## config.mk

```make
export PLATFORM = sky130hd
export DESIGN_NAME = key_debounce_press_classifier
export DESIGN_NICKNAME = d
export VERILOG_FILES = /design/src/design/kdpc_pkg.sv /design/src/design/kdpc_csr.sv /design/src/design/kdpc_core.sv /design/src/design/key_debounce_press_classifier.sv
export SDC_FILE = /design/constraint.sdc
export NUM_CORES = 1
export LEC_CHECK = 0
export ABC_AREA = 1
export BUFFER_PORTS_ARGS = -buffer_cell sky130_fd_sc_hd__buf_2
export CORE_ASPECT_RATIO = 1.4
export CORE_MARGIN = 8
export CORE_UTILIZATION = 50
export DETAILED_ROUTE_END_ITERATION = 6
export HOLD_SLACK_MARGIN = 0.08
export PLACE_DENSITY = 0.81
export SETUP_SLACK_MARGIN = 0.05
export SYNTH_ARGS = -nofsm -noshare
export SYNTH_HDL_FRONTEND = slang
export SYNTH_SLANG_ARGS = --single-unit
```

## constraint.sdc

```tcl
create_clock -name clock -period 3.6 [get_ports clock]
set_input_delay 0.54 -clock clock [delete_from_list [all_inputs] [get_ports clock]]
set_output_delay 0.54 -clock clock [all_outputs]
set_load 0.05 [all_outputs]
```

## src/design/kdpc_pkg.sv

```systemverilog
// Shared codes and constants for the key debounce and press classifier.
// No dependencies; imported by every module of the block.
package kdpc_pkg;

   localparam int CSR_DATA_WIDTH = 16;
   localparam int CSR_ADDR_WIDTH = 2;
   localparam int REQ_DATA_WIDTH = 8;
   localparam int RSP_DATA_WIDTH = 8;

   localparam logic [CSR_ADDR_WIDTH-1:0] REG_DEBOUNCE_TICKS   = 2'd0;
   localparam logic [CSR_ADDR_WIDTH-1:0] REG_LONG_PRESS_TICKS = 2'd1;

   localparam logic [CSR_DATA_WIDTH-1:0] DEBOUNCE_TICKS_RESET   = 16'd50;
   localparam logic [CSR_DATA_WIDTH-1:0] LONG_PRESS_TICKS_RESET = 16'd3000;

   localparam logic [1:0] PH_UP        = 2'd0;
   localparam logic [1:0] PH_PRESSING  = 2'd1;
   localparam logic [1:0] PH_DOWN      = 2'd2;
   localparam logic [1:0] PH_RELEASING = 2'd3;

   localparam logic [1:0] EV_NONE  = 2'd0;
   localparam logic [1:0] EV_SHORT = 2'd1;
   localparam logic [1:0] EV_LONG  = 2'd2;

   typedef struct packed {
      logic [1:0] press_event;
      logic [1:0] debounce_phase;
   } result_type;

endpackage

```

## src/design/kdpc_csr.sv

```systemverilog
// Configuration registers: debounce and long-press thresholds.
// Values are clamped to the counter range when written. Uses kdpc_pkg.
module kdpc_csr import kdpc_pkg::*; #(
   parameter int COUNT_WIDTH = 16
) (
   input  logic                      clock,
   input  logic                      reset,
   input  logic                      csr_we,
   input  logic [CSR_ADDR_WIDTH-1:0] csr_addr,
   input  logic [CSR_DATA_WIDTH-1:0] csr_wdata,
   output logic [COUNT_WIDTH-1:0]    debounce_limit,
   output logic [COUNT_WIDTH-1:0]    long_limit
);

   localparam int LW = (COUNT_WIDTH > CSR_DATA_WIDTH) ? COUNT_WIDTH : CSR_DATA_WIDTH;
   localparam logic [COUNT_WIDTH-1:0] CNT_MAX = '1;

   function automatic logic [COUNT_WIDTH-1:0] clamp(input logic [CSR_DATA_WIDTH-1:0] v);
      logic [LW-1:0] wide;
      logic [LW-1:0] top;
      wide = LW'(v);
      top  = LW'(CNT_MAX);
      clamp = (wide > top) ? CNT_MAX : wide[COUNT_WIDTH-1:0];
   endfunction

   logic [COUNT_WIDTH-1:0] debounce_ff, debounce_in;
   logic [COUNT_WIDTH-1:0] long_ff, long_in;

   always_comb begin
      debounce_in = debounce_ff;
      long_in     = long_ff;
      if (csr_we) begin
         case (csr_addr)
            REG_DEBOUNCE_TICKS:   debounce_in = clamp(csr_wdata);
            REG_LONG_PRESS_TICKS: long_in     = clamp(csr_wdata);
            default: ;
         endcase
      end
   end

   always_ff @(posedge clock) begin
      if (reset) begin
         debounce_ff <= clamp(DEBOUNCE_TICKS_RESET);
         long_ff     <= clamp(LONG_PRESS_TICKS_RESET);
      end else begin
         debounce_ff <= debounce_in;
         long_ff     <= long_in;
      end
   end

   assign debounce_limit = debounce_ff;
   assign long_limit     = long_ff;

endmodule

```

## src/design/kdpc_core.sv

```systemverilog
// Debounce phase machine with settle and hold counters, one step per tick.
// Produces the result of the tick combinationally. Uses kdpc_pkg.
module kdpc_core import kdpc_pkg::*; #(
   parameter int COUNT_WIDTH = 16
) (
   input  logic                   clock,
   input  logic                   reset,
   input  logic                   step,
   input  logic                   key_down,
   input  logic [COUNT_WIDTH-1:0] debounce_limit,
   input  logic [COUNT_WIDTH-1:0] long_limit,
   output result_type             result
);

   localparam logic [COUNT_WIDTH-1:0] CNT_MAX = '1;

   function automatic logic [COUNT_WIDTH-1:0] sat_inc(input logic [COUNT_WIDTH-1:0] v);
      sat_inc = (v == CNT_MAX) ? CNT_MAX : v + 1'b1;
   endfunction

   logic [1:0]             phase_ff, phase_in;
   logic [COUNT_WIDTH-1:0] settle_ff, settle_in;
   logic [COUNT_WIDTH-1:0] hold_ff, hold_in;
   logic [1:0]             event_code;

   // phases are evaluated in order, so one tick may pass through several
   always_comb begin
      phase_in   = phase_ff;
      settle_in  = settle_ff;
      hold_in    = hold_ff;
      event_code = EV_NONE;

      if (phase_in == PH_PRESSING || phase_in == PH_RELEASING) begin
         settle_in = sat_inc(settle_in);
      end
      if (phase_in == PH_DOWN || phase_in == PH_RELEASING) begin
         hold_in = sat_inc(hold_in);
      end

      if (phase_in == PH_UP && key_down) begin
         phase_in  = PH_PRESSING;
         settle_in = '0;
      end

      if (phase_in == PH_PRESSING && settle_in >= debounce_limit) begin
         if (key_down) begin
            phase_in = PH_DOWN;
            hold_in  = '0;
         end else begin
            phase_in = PH_UP;
         end
      end

      if (phase_in == PH_DOWN && !key_down) begin
         phase_in  = PH_RELEASING;
         settle_in = '0;
      end

      if (phase_in == PH_RELEASING && settle_in >= debounce_limit) begin
         if (key_down) begin
            phase_in = PH_DOWN;
         end else begin
            phase_in   = PH_UP;
            event_code = (hold_in >= long_limit) ? EV_LONG : EV_SHORT;
         end
      end
   end

   always_ff @(posedge clock) begin
      if (reset) begin
         phase_ff  <= PH_UP;
         settle_ff <= '0;
         hold_ff   <= '0;
      end else if (step) begin
         phase_ff  <= phase_in;
         settle_ff <= settle_in;
         hold_ff   <= hold_in;
      end
   end

   assign result.press_event    = event_code;
   assign result.debounce_phase = phase_in;

endmodule

```

## src/design/key_debounce_press_classifier.sv

```systemverilog
// Top level of the key debounce and press classifier.
// Instantiates kdpc_csr and kdpc_core; holds the result register. Uses kdpc_pkg.
//
// Usage:
//   req_*  : one raw key sample per tick, key_down in req_tdata[0].
//   rsp_*  : one result per sample: press event and debounce phase after it.
//   csr_*  : write-only threshold registers (debounce, long-press), taken
//            at any edge with csr_we high; write only while no sample is
//            in flight.
// A sample transferred at an edge shows its result on rsp_* right after that
// edge. One sample is taken per cycle while the receiver keeps rsp_tready high,
// set by the combinational phase and counter update between the state registers.
// The result register frees in the same cycle it is taken, so req_tready
// stays high while rsp_tready is high; when the receiver stalls with a
// result pending, req_tready drops until that result is taken.
// Reset puts the machine in the key-up phase with both counters at zero,
// loads the thresholds with 50 and 3000 ticks and empties the result
// register.
module key_debounce_press_classifier import kdpc_pkg::*; #(
   parameter int COUNT_WIDTH = 16
) (
   input  logic                      clock,
   input  logic                      reset,
   input  logic                      req_tvalid,
   output logic                      req_tready,
   input  logic [REQ_DATA_WIDTH-1:0] req_tdata,  // [0] key_down
   output logic                      rsp_tvalid,
   input  logic                      rsp_tready,
   output logic [RSP_DATA_WIDTH-1:0] rsp_tdata,  // [1:0] press_event, [3:2] debounce_phase
   input  logic                      csr_we,
   input  logic [CSR_ADDR_WIDTH-1:0] csr_addr,
   input  logic [CSR_DATA_WIDTH-1:0] csr_wdata
);

   logic [COUNT_WIDTH-1:0] debounce_limit;
   logic [COUNT_WIDTH-1:0] long_limit;
   logic                   req_transfer;
   result_type             step_result;
   result_type             result_ff;
   logic                   rsp_valid_ff, rsp_valid_in;

   assign req_tready   = !rsp_valid_ff || rsp_tready;
   assign req_transfer = req_tvalid && req_tready;

   kdpc_csr #(.COUNT_WIDTH(COUNT_WIDTH)) u_csr (
      .clock          (clock),
      .reset          (reset),
      .csr_we         (csr_we),
      .csr_addr       (csr_addr),
      .csr_wdata      (csr_wdata),
      .debounce_limit (debounce_limit),
      .long_limit     (long_limit)
   );

   kdpc_core #(.COUNT_WIDTH(COUNT_WIDTH)) u_core (
      .clock          (clock),
      .reset          (reset),
      .step           (req_transfer),
      .key_down       (req_tdata[0]),
      .debounce_limit (debounce_limit),
      .long_limit     (long_limit),
      .result         (step_result)
   );

   always_comb begin
      rsp_valid_in = rsp_valid_ff;
      if (req_transfer) begin
         rsp_valid_in = 1'b1;
      end else if (rsp_tready) begin
         rsp_valid_in = 1'b0;
      end
   end

   always_ff @(posedge clock) begin
      if (reset) begin
         rsp_valid_ff <= 1'b0;
      end else begin
         rsp_valid_ff <= rsp_valid_in;
      end
   end

   always_ff @(posedge clock) begin
      if (req_transfer) begin
         result_ff <= step_result;
      end
   end

   assign rsp_tvalid = rsp_valid_ff;
   assign rsp_tdata  = {4'b0000, result_ff.debounce_phase, result_ff.press_event};

endmodule

```

# == Word-level counts from Yosys, hierarchy flattened ==
# Cells that the tools add are included.
# word_totals
regBits,71
inputBits,31
output_inout_bits,10
word_cells,57
# classes
bitwise_logic,1
eq_ne,9
n_reduce_logical,16
mux,17
addsub,2
magnitude_cmp,4
# ops
cell,n
$mux W16,9
$ge A16 B16 Y1,3
$add A16 B1 Y16 const B,2
$eq A16 B16 Y1 const B,2
$gt A16 B16 Y1 const B,1
$mux W2,6
$eq A2 B2 Y1 const B,4
$eq A2 B1 Y1 const B,3
$logic_and A1 B1 Y1,5
$logic_not A2 Y1,2
$reduce_and A2 Y1,2
$logic_or A1 B1 Y1,3
$logic_not A1 Y1,2
$mux W1,2
$reduce_bool A2 Y1,1
$reduce_or A2 Y1,1
$not A1 Y1,1

# == Depth between registers and ports, before layout ==
# Gate-level depths: netlist (run 1).
# logic_depth
depth_word,14
ltp_mapped,30
depth_no_buf,29

# == Cells and area by module ==
# A second synthesis (run 1) with hierarchy kept.
# hier_totals
cells_unflattened,783
area_unflattened_um2,5206.2
# by_module_without_submodules
mod,cells_per_inst,area_each_um2,n_inst,seq_area_each_um2
kdpc_core,578,3707.3,1,680.7
kdpc_csr,190,1297.5,1,640.6
key_debounce_press_classifier,15,201.4,1,140.1

# == Worst setup path before layout (run 1) ==
# Ideal clock, no wire load.
# synth_path
kind,register to register
from,register u_core.phase_ff[0]
to,register result_ff (netlist bit rsp_tdata[0]) (data pin)
required_time_ps,3336
setup_time_ps,264
path_buffers,2
path_stages_with_launch,26
slack_ps,52
period_less_slack_ps,3548
t_arrival_ps,3283
cell_sequence,dfxtp_1 -> inv_2 -> buf_6 -> nor3_4 -> nand3_1 -> nand2_1 -> nand3_1 -> nand2_1 -> inv_1 -> ha_1 -> nand2_1 -> nor4_1 -> nand2_1 -> nand2_1 -> nand2_1 -> buf_2 -> nand2_1 -> inv_1 -> ha_1 -> nand2_1 -> inv_1 -> nand3_1 -> nor3_1 -> inv_1 -> o21ai_0 -> nor3_1
# synth_via
elab_cells_between_ends,28
cone_classes,order compare: 3; eq/ne: 6; mux: 10; bitwise: 1; reduce/logical: 8
# synth_lines
element,line_no,text
"start, declared",kdpc_core.sv:21,"logic [1:0] phase_ff, phase_in;"
"start signal, assigned",kdpc_core.sv:75,phase_ff <= phase_in;
$eq A2 B1 Y1 / $eq A2 B2 Y1 (equally long branches),"kdpc_core.sv:33, kdpc_core.sv:36",
$logic_or A1 B1 Y1,kdpc_core.sv:33,if (phase_in == PH_PRESSING || phase_in == PH_RELEASING) begin
$mux W16,kdpc_core.sv:33,
$mux W16,kdpc_core.sv:40,if (phase_in == PH_UP && key_down) begin
$ge A16 B16 Y1,kdpc_core.sv:45,if (phase_in == PH_PRESSING && settle_in >= debounce_limit) begin
$logic_and A1 B1 Y1,kdpc_core.sv:45,
$mux W16 (*),kdpc_core.sv:45,
via u_core.hold_in[15],kdpc_core.sv:23,"logic [COUNT_WIDTH-1:0] hold_ff, hold_in;"
$ge A16 B16 Y1 (*),kdpc_core.sv:64,event_code = (hold_in >= long_limit) ? EV_LONG : EV_SHORT;
$mux W2 (*),kdpc_core.sv:64,
"end signal, assigned",key_debounce_press_classifier.sv:84,result_ff <= step_result;
"end, declared",key_debounce_press_classifier.sv:39,result_type result_ff;
# The timed path passes the listed nets; every way through them passes the cells marked *.
# A chain may end at the register's enable or synchronous reset.

# == Worst setup path in the final report (run 1) ==
# layout_path
from,register u_core.settle_ff[1]
to,register result_ff (netlist bit rsp_tdata[0]) (data pin)
# layout_via
elab_cells_between_ends,20
cone_classes,add/sub: 1; order compare: 3; eq/ne: 3; mux: 8; bitwise: 1; reduce/logical: 4
# layout_lines
element,line_no,text
"start, declared",kdpc_core.sv:22,"logic [COUNT_WIDTH-1:0] settle_ff, settle_in;"
"start signal, assigned",kdpc_core.sv:76,settle_ff <= settle_in;
$add A16 B1 Y16 / $eq A16 B16 Y1 (equally long branches),kdpc_core.sv:18,sat_inc = (v == CNT_MAX) ? CNT_MAX : v + 1'b1;
$mux W16,kdpc_core.sv:18,
$mux W16 (*),kdpc_core.sv:33,
$mux W16 (*),kdpc_core.sv:40,
$ge A16 B16 Y1 (*),kdpc_core.sv:45,
$logic_and A1 B1 Y1 (*),kdpc_core.sv:45,
$mux W16 (*),kdpc_core.sv:45,
via u_core.hold_in[2],kdpc_core.sv:23,
$ge A16 B16 Y1 (*),kdpc_core.sv:64,
$mux W2 (*),kdpc_core.sv:64,
# Marked as above.

==> metrics.txt, run 1 <==
Post-Syn Area per Cell=6.79 µm²; CP max FO=7; CP endpoint kind=flip-flop; Final setup viols=2; Die ar.=13,300 µm²; post-route ant nets=0; RSZ-0062 raised after global routing=true; most frequent cells in the layout=120 x nand2_1, 108 x inv_1, 66 x a21oi_1; initial antenna violation count=0; Post-route DRC=0; vias in the first global route=4,882; global-route wire length before repair=22.0 mm; maximum VDD drop=0.000287 V; router iterations before antenna repair=5; largest net degree at the start of global routing=73; post-DP HPWL=9.11 mm; Ports=41; total power=0.00254 W; initial core utilization=50.4%; clock tree root driver cell=clkbuf_16; setup TNS=-0.206 ns; CTS tree=done; ANT cells=0; Tcrit/Tclk final=103%; most common cell after layout, fill and taps aside=nand2_1; status=complete, but fails checks; violated checks=setup timing; share of cells above drive strength 1=29.0%; final wirelength=14.8 mm; CTS H-Tree Depth=3; Final Hold Fails=0; Slew HR=36.7%; core box area=9740 µm²; Bufs on Longest Clock Path=2; WS Path Type=flip-flop to flip-flop; max_cap viols=0; die width=99.8 µm; vias=5,098; Achievable Freq=269 MHz; synth unique cells=36; # rows=43; Worst Skew=0.00409 ns; number of nets in the layout=885; P_leak=3.18 nW; later-pin clock latency in the skew report=0.34 ns; Placer Congestion=0.886; initial DRC count=339; TritonCTS Buffers=9; Seq cells post-synth=71; Period minus WS final=3.72 ns; total gr overflow=0; YS warnings=0; power density cells=386 nW/µm²; Post-Synthesis Cells=723; arrival time at the worst endpoint=3.81 ns; worst hold path class=input port to flip-flop; Crit path required time=3.69 ns; worst slew pin tran=0.948 ns; Final WS setup=-0.120 ns; drt wl/cell=15.6 µm; crit start category=flip-flop; register area share after synthesis=29.8%; I/O Buffers=29; post-synthesis cell area=4910 µm²; R2R Setup Slk=-0.12 ns; CTS Sinks=71; Slew Viols, Final=0; DR vias/cell=5.40; GRT Overall Usage=20.5%; FILL cells=720; Hold-fix buffers, CTS=0; CTS clock-pin slew for the worst setup and hold paths=0.05 ns; die height=133 µm; area grow syn2layout=33.9%
-- Yosys cell counts (all sizes together) --
cell    number  area (µm²)
nand2      151         572
inv        122         458
a21oi       88         455
dfxtp       67        1340
o21ai       67         335
ha          50         626
nand3       45         238
nor2        40         165
clkbuf      20        75.1
nor3        12        87.6
nand4       10        68.8
o211ai      10        75.1
xnor2        9        78.8
xor2         9        78.8
buf          8        62.6
edfxtp       4         120
or2          3        18.8
a21o         1        7.51
a31oi        1        6.26
conb         1        3.75
mux2i        1        10.0
nand3b       1        7.51
nor2b        1        6.26
nor4         1        6.26
o21a         1        7.51
-- kinds of logic (layout without fill, tap and decap cells) --
| kind of cell | after synthesis | in the layout | share of synthesized area, % |
|---|---|---|---|
| AO/OA/AOI/OAI | 168 | 168 | 18.1 |
| XOR/XNOR | 18 | 18 | 3.21 |
| adder cells (fa/ha/maj) | 50 | 50 | 12.7 |
| buffers and inverters | 150 | 232 | 12.1 |
| flip-flops | 71 | 71 | 29.8 |
| multiplexers | 1 | 1 | 0.204 |
| other | 1 | 4 | 0.0764 |
| AND/OR/NAND/NOR | 264 | 265 | 23.8 |
-- final timing paths --
check	from	to	cells after the start
worst max-delay path	u_core.settle_ff[1]	rsp_tdata[0]	22
worst min-delay path	reset	rsp_tvalid	2
worst min register to register	u_csr.long_limit[12]	u_csr.long_limit[12]	2
worst max register to register	u_core.settle_ff[1]	rsp_tdata[0]	22
-- timing repair --
item,in CTS,in global routing
resized for setup,65,87
cloned,1,0
pin swaps,24,40
buffers inserted,5,8
setup endpoints to repair,2,2
-- cell type report --
| cell class | instances | area, µm² | area share (%) |
|---|---|---|---|
| Multi-Input combinational cell | 506 | 3520 | 53.6 |
| Sequential cell | 71 | 1480 | 22.5 |
| Timing Repair Buffer | 94 | 659 | 10.0 |
| Inverter | 122 | 460 | 7.00 |
| Clock buffer | 13 | 272 | 4.13 |
| Tap cell | 135 | 169 | 2.57 |
| Clock inverter | 3 | 15.0 | 0.228 |
-- routing by layer --
metal / vias up / GRT usage, % / part of all wire [%]
met3: 56 / 3.39 / 3.8
met2: 167 / 40.0 / 55
li1: 2521 / - / -
met4: 0 / 11.0 / 5.0
met5: - / 0 / 0
met1: 2354 / 19.4 / 36
-- metrics by stage --
stage | area (µm²) | hold WS (ns) | util [%] | setup WS, ns | cells
3_3_place_gp | 5510 | 0.452 | 56.6 | -0.288 | 915
4_1_cts | 6110 | 0.366 | 62.7 | -0.0620 | 937
2_1_floorplan | 4920 | 0.435 | - | 0.0524 | 726
5_1_grt | 6580 | 0.372 | 67.5 | -0.327 | 944
6_report | 6580 | 0.366 | 67.5 | -0.120 | 944
3_5_place_dp | 5510 | 0.460 | 56.6 | -0.333 | 915
-- state kept, by name, summed over array words and instances (netlist names) --
| signal | count |
|---|---|
| u_core.hold_ff | 16 |
| u_csr.debounce_limit | 16 |
| u_core.settle_ff | 16 |
| rsp_tvalid | 1 |
| rsp_tdata | 4 |
| u_core.phase_ff | 2 |
| u_csr.long_limit | 16 |
-- worst max-delay path: stages, from the launching register on --
cell and delay (ns):
dfxtp_4 0.37, ha_4 0.14, buf_6 0.10, nand4_4 0.09
nor2_4 0.20, buf_4 0.15, xnor2_1 0.19, a21oi_4 0.11
ha_4 0.28, nand2_2 0.08, nor4_4 0.23, nand2_2 0.11
nand2_4 0.10, nand2_8 0.09, buf_6 0.15, nand2_1 0.09
inv_1 0.05, ha_1 0.29, nand2_1 0.08, o21ai_2 0.15
a21oi_2 0.08, o21ai_2 0.26, nor3_2 0.07
-- power breakdown --
group | internal, W | total, W | switching [W]
Clock | 0.000524 | 0.000860 | 0.000337
Combinational | 0.000311 | 0.000791 | 0.000480
Sequential | 0.000850 | 0.000888 | 0.0000379
Total | 0.00168 | 0.00254 | 0.000854
No activity file was read; power rests on OpenSTA's default activity.
==> run 2, diff against run 1 <==
--- a/config.mk
+++ b/config.mk
@@ -5,14 +5,14 @@
 export SDC_FILE = /design/constraint.sdc
 export NUM_CORES = 1
 export LEC_CHECK = 0
-export ABC_AREA = 1
 export BUFFER_PORTS_ARGS = -buffer_cell sky130_fd_sc_hd__buf_2
 export CORE_ASPECT_RATIO = 1.4
 export CORE_MARGIN = 8
-export CORE_UTILIZATION = 50
+export CORE_UTILIZATION = 55
 export DETAILED_ROUTE_END_ITERATION = 6
 export HOLD_SLACK_MARGIN = 0.08
-export PLACE_DENSITY = 0.81
+export PLACE_DENSITY = 0.87
+export RECOVER_POWER = 50
 export SETUP_SLACK_MARGIN = 0.05
 export SYNTH_ARGS = -nofsm -noshare
 export SYNTH_HDL_FRONTEND = slang
==> metrics.txt, run 2 <==
status=complete, but fails checks (unchanged); violated checks=capacitance limit, slew limit, setup timing (was setup timing); maximum VDD drop=0.000315 V (was 0.000287 V); Final WS setup=-0.744 ns (was -0.120 ns); Period minus WS final=4.34 ns (was 3.72 ns); post-route ant nets=0 (unchanged); DR vias/cell=6.45 (was 5.40); Worst Reg2Reg Path Length in Cells=22 (unchanged); router iterations before antenna repair=6 (was 5); Seq cells post-synth=71 (unchanged); WHS=0.441 ns (was 0.366 ns); I/O Buffers=29 (unchanged); Slew HR=-39.4% (was 36.7%); placed cells=805 (was 915); final wirelength=16.5 mm (was 14.8 mm); ANT cells=0 (unchanged); core box area=8870 µm² (was 9740 µm²); initial DRC count=528 (was 339); Die ar.=12,300 µm² (was 13,300 µm²); synth top area cells=dfxtp_1 27%, ha_1 13%, a21oi_1 10% (was dfxtp_1 27%, ha_1 13%, nand2_1 11%); worst reg2reg startpoint=u_core.settle_ff[1] (unchanged); initial antenna violation count=0 (unchanged); initial core utilization=55.4% (was 50.4%); CTS clock-pin slew for the worst setup and hold paths=0.06 ns (was 0.05 ns); Tcrit/Tclk final=121% (was 103%); number of synthesized flops with an enable pin=4 (unchanged); hold path cells=3 (was 2); power density cells=310 nW/µm² (was 386 nW/µm²); total power=0.00192 W (was 0.00254 W); Post-synth top flop=dfxtp_1 (unchanged); Final setup viols=2 (unchanged); total gr overflow=0 (unchanged); register area share after synthesis=29.7% (was 29.8%); worst hold path class=input port to flip-flop (unchanged); crit start category=flip-flop (unchanged); FF-to-FF End=rsp_tdata[0] (unchanged); Achievable Freq=230 MHz (was 269 MHz); Hold Startpoint=csr_wdata[1] (was reset); Placer Congestion=0.912 (was 0.886); Bufs on Longest Clock Path=2 (unchanged); Worst Skew=0.00726 ns (was 0.00409 ns); top-area cell type share of the netlist area=27.3% (about the same); drt wl/cell=19.8 µm (was 15.6 µm); # rows=41 (was 43); Ports=41 (unchanged); max_cap viols=2 (was 0); synth unique cells=60 (was 36); CP endpoint kind=flip-flop (unchanged); Slew Viols, Final=58 (was 0); Final Hold Fails=0 (unchanged); GRT Overall Usage=25.7% (was 20.5%); area grow syn2layout=25.8% (was 33.9%); RSZ-0062 raised after global routing=true (unchanged); arrival time at the worst endpoint=4.56 ns (was 3.81 ns); post-DP HPWL=11.3 mm (was 9.11 mm); Post-synth top cells=98 x a21oi_1, 89 x nand2_1, 67 x dfxtp_1 (was 149 x nand2_1, 120 x inv_1, 84 x a21oi_1); TritonCTS Buffers=9 (unchanged); R2R Setup Slk=-0.74 ns (was -0.12 ns); WS Path Type=flip-flop to flip-flop (unchanged); most frequent cells in the layout=88 x a21oi_1, 88 x nand2_1, 75 x buf_4 (was 120 x nand2_1, 108 x inv_1, 66 x a21oi_1); P_leak=2.60 nW (was 3.18 nW); CP max FO=9 (was 7); most common cell in the netlist=a21oi_1 (was nand2_1); die height=128 µm (was 133 µm); clock tree root driver cell=clkbuf_16 (unchanged); fin cells=834 (was 944); post-synthesis cell area=4920 µm² (was 4910 µm²); CTS H-Tree Depth=3 (unchanged); largest net degree at the start of global routing=38 (was 73); Post-Synthesis Cells=633 (was 723); Min-Delay Endpoint=u_csr.debounce_limit[1] (was rsp_tvalid); vias in the first global route=5,236 (was 4,882); area leader, netlist=dfxtp_1 (unchanged); CTS Sinks=71 (unchanged); YS warnings=0 (unchanged); later-pin clock latency in the skew report=0.35 ns (was 0.34 ns); worst slew pin tran=2.09 ns (was 0.948 ns); die width=95.9 µm (was 99.8 µm); global-route wire length before repair=24.8 mm (was 22.0 mm); Post-Syn Area per Cell=7.77 µm² (was 6.79 µm²); Crit path required time=3.81 ns (was 3.69 ns); number of nets in the layout=803 (was 885); vias=5,383 (was 5,098); share of cells above drive strength 1=24.5% (was 29.0%); Final Util=69.7% (was 67.5%); CTS tree=done (unchanged); Post-route DRC=0 (unchanged); async set or reset register ratio after synthesis=0% (unchanged)
run 2: changes by cell type in the layout (fill, tap and decap cells not counted), sizes merged, moves of 11 or more:
cell    change
inv        -78
nand2      -62
o21ai      -46
nand3      -28
and3       +14
a21oi      +13
a211oi     +11
run 2: logic make-up after synthesis:
family                   count (synthesis)  share of synthesized area [%]
AND/OR/NAND/NOR                        220                           23.0
multiplexers                             1                          0.203
AO/OA/AOI/OAI                          193                           24.2
flip-flops                              71                           29.7
other                                    1                         0.0762
adder cells (fa/ha/maj)                 50                           12.7
XOR/XNOR                                21                           3.74
buffers and inverters                   76                           6.36
run 2: cell type report:
class / count / area, µm²
Tap cell: 107 / 134
Fill cell: 652 / 2690
Clock inverter: 6 / 50.0
Timing Repair Buffer: 110 / 768
Multi-Input combinational cell: 489 / 3360
Sequential cell: 71 / 1480
Inverter: 41 / 154
Clock buffer: 10 / 239
run 2: worst max path at each step:
stage / start / end / cells after the start
after CTS: u_core.settle_ff[1] / rsp_tdata[1] / 21
after floorplan: u_core.settle_ff[1] / rsp_tdata[1] / 20
after global routing: u_core.settle_ff[1] / rsp_tdata[0] / 21
after global placement: u_core.settle_ff[1] / rsp_tdata[1] / 19
final: u_core.settle_ff[1] / rsp_tdata[0] / 22
after detailed placement: u_core.settle_ff[1] / rsp_tdata[1] / 19
run 2: worst max-delay path, stage by stage (launching register included):
cell	delay, ns
dfxtp_4	0.36
and3_4	0.19
and3_4	0.20
and4_4	0.22
and3_4	0.20
mux2i_1	0.22
nor2_1	0.06
ha_1	0.29
nand4_1	0.13
buf_4	0.17
a211o_1	0.27
o211ai_1	0.16
o21a_2	0.26
buf_12	0.13
buf_4	0.14
a211oi_2	0.04
ha_2	0.20
a21o_1	0.17
a21o_1	0.17
a21oi_1	0.11
o21ai_1	0.10
a21oi_2	0.18
and3_1	0.21
run 2: repair_timing:
item	in CTS	in global routing
pin swaps	9	7
setup buffers	10	3
gates resized for setup	20	22
hold buffers	0	0
setup endpoints to repair	2	19
run 2: through the flow:
| stage | instance area [µm²] | setup WS (ns) | TNS [ns] |
|---|---|---|---|
| after global placement | 5620 | -0.749 | -1.48 |
| after global routing | 6190 | -0.974 | -3.98 |
| after CTS | 6090 | -0.593 | -1.18 |
| after detailed placement | 5620 | -0.893 | -1.78 |
| after floorplan | 5000 | -0.504 | -0.976 |
| final | 6190 | -0.744 | -1.48 |
run 2: power by group:
part,switching (W),total (W),internal [W]
combinational,0.000154,0.000224,0.0000702
clock,0.000378,0.000871,0.000494
sequential,0.0000107,0.000821,0.000810
total,0.000542,0.00192,0.00137
run 2: per-layer routing:
metal	global-route usage, %	wire length (µm)
met4	20.2	1360
met2	44.7	8210
met5	0	0
met1	25.0	5670
met3	6.45	1250
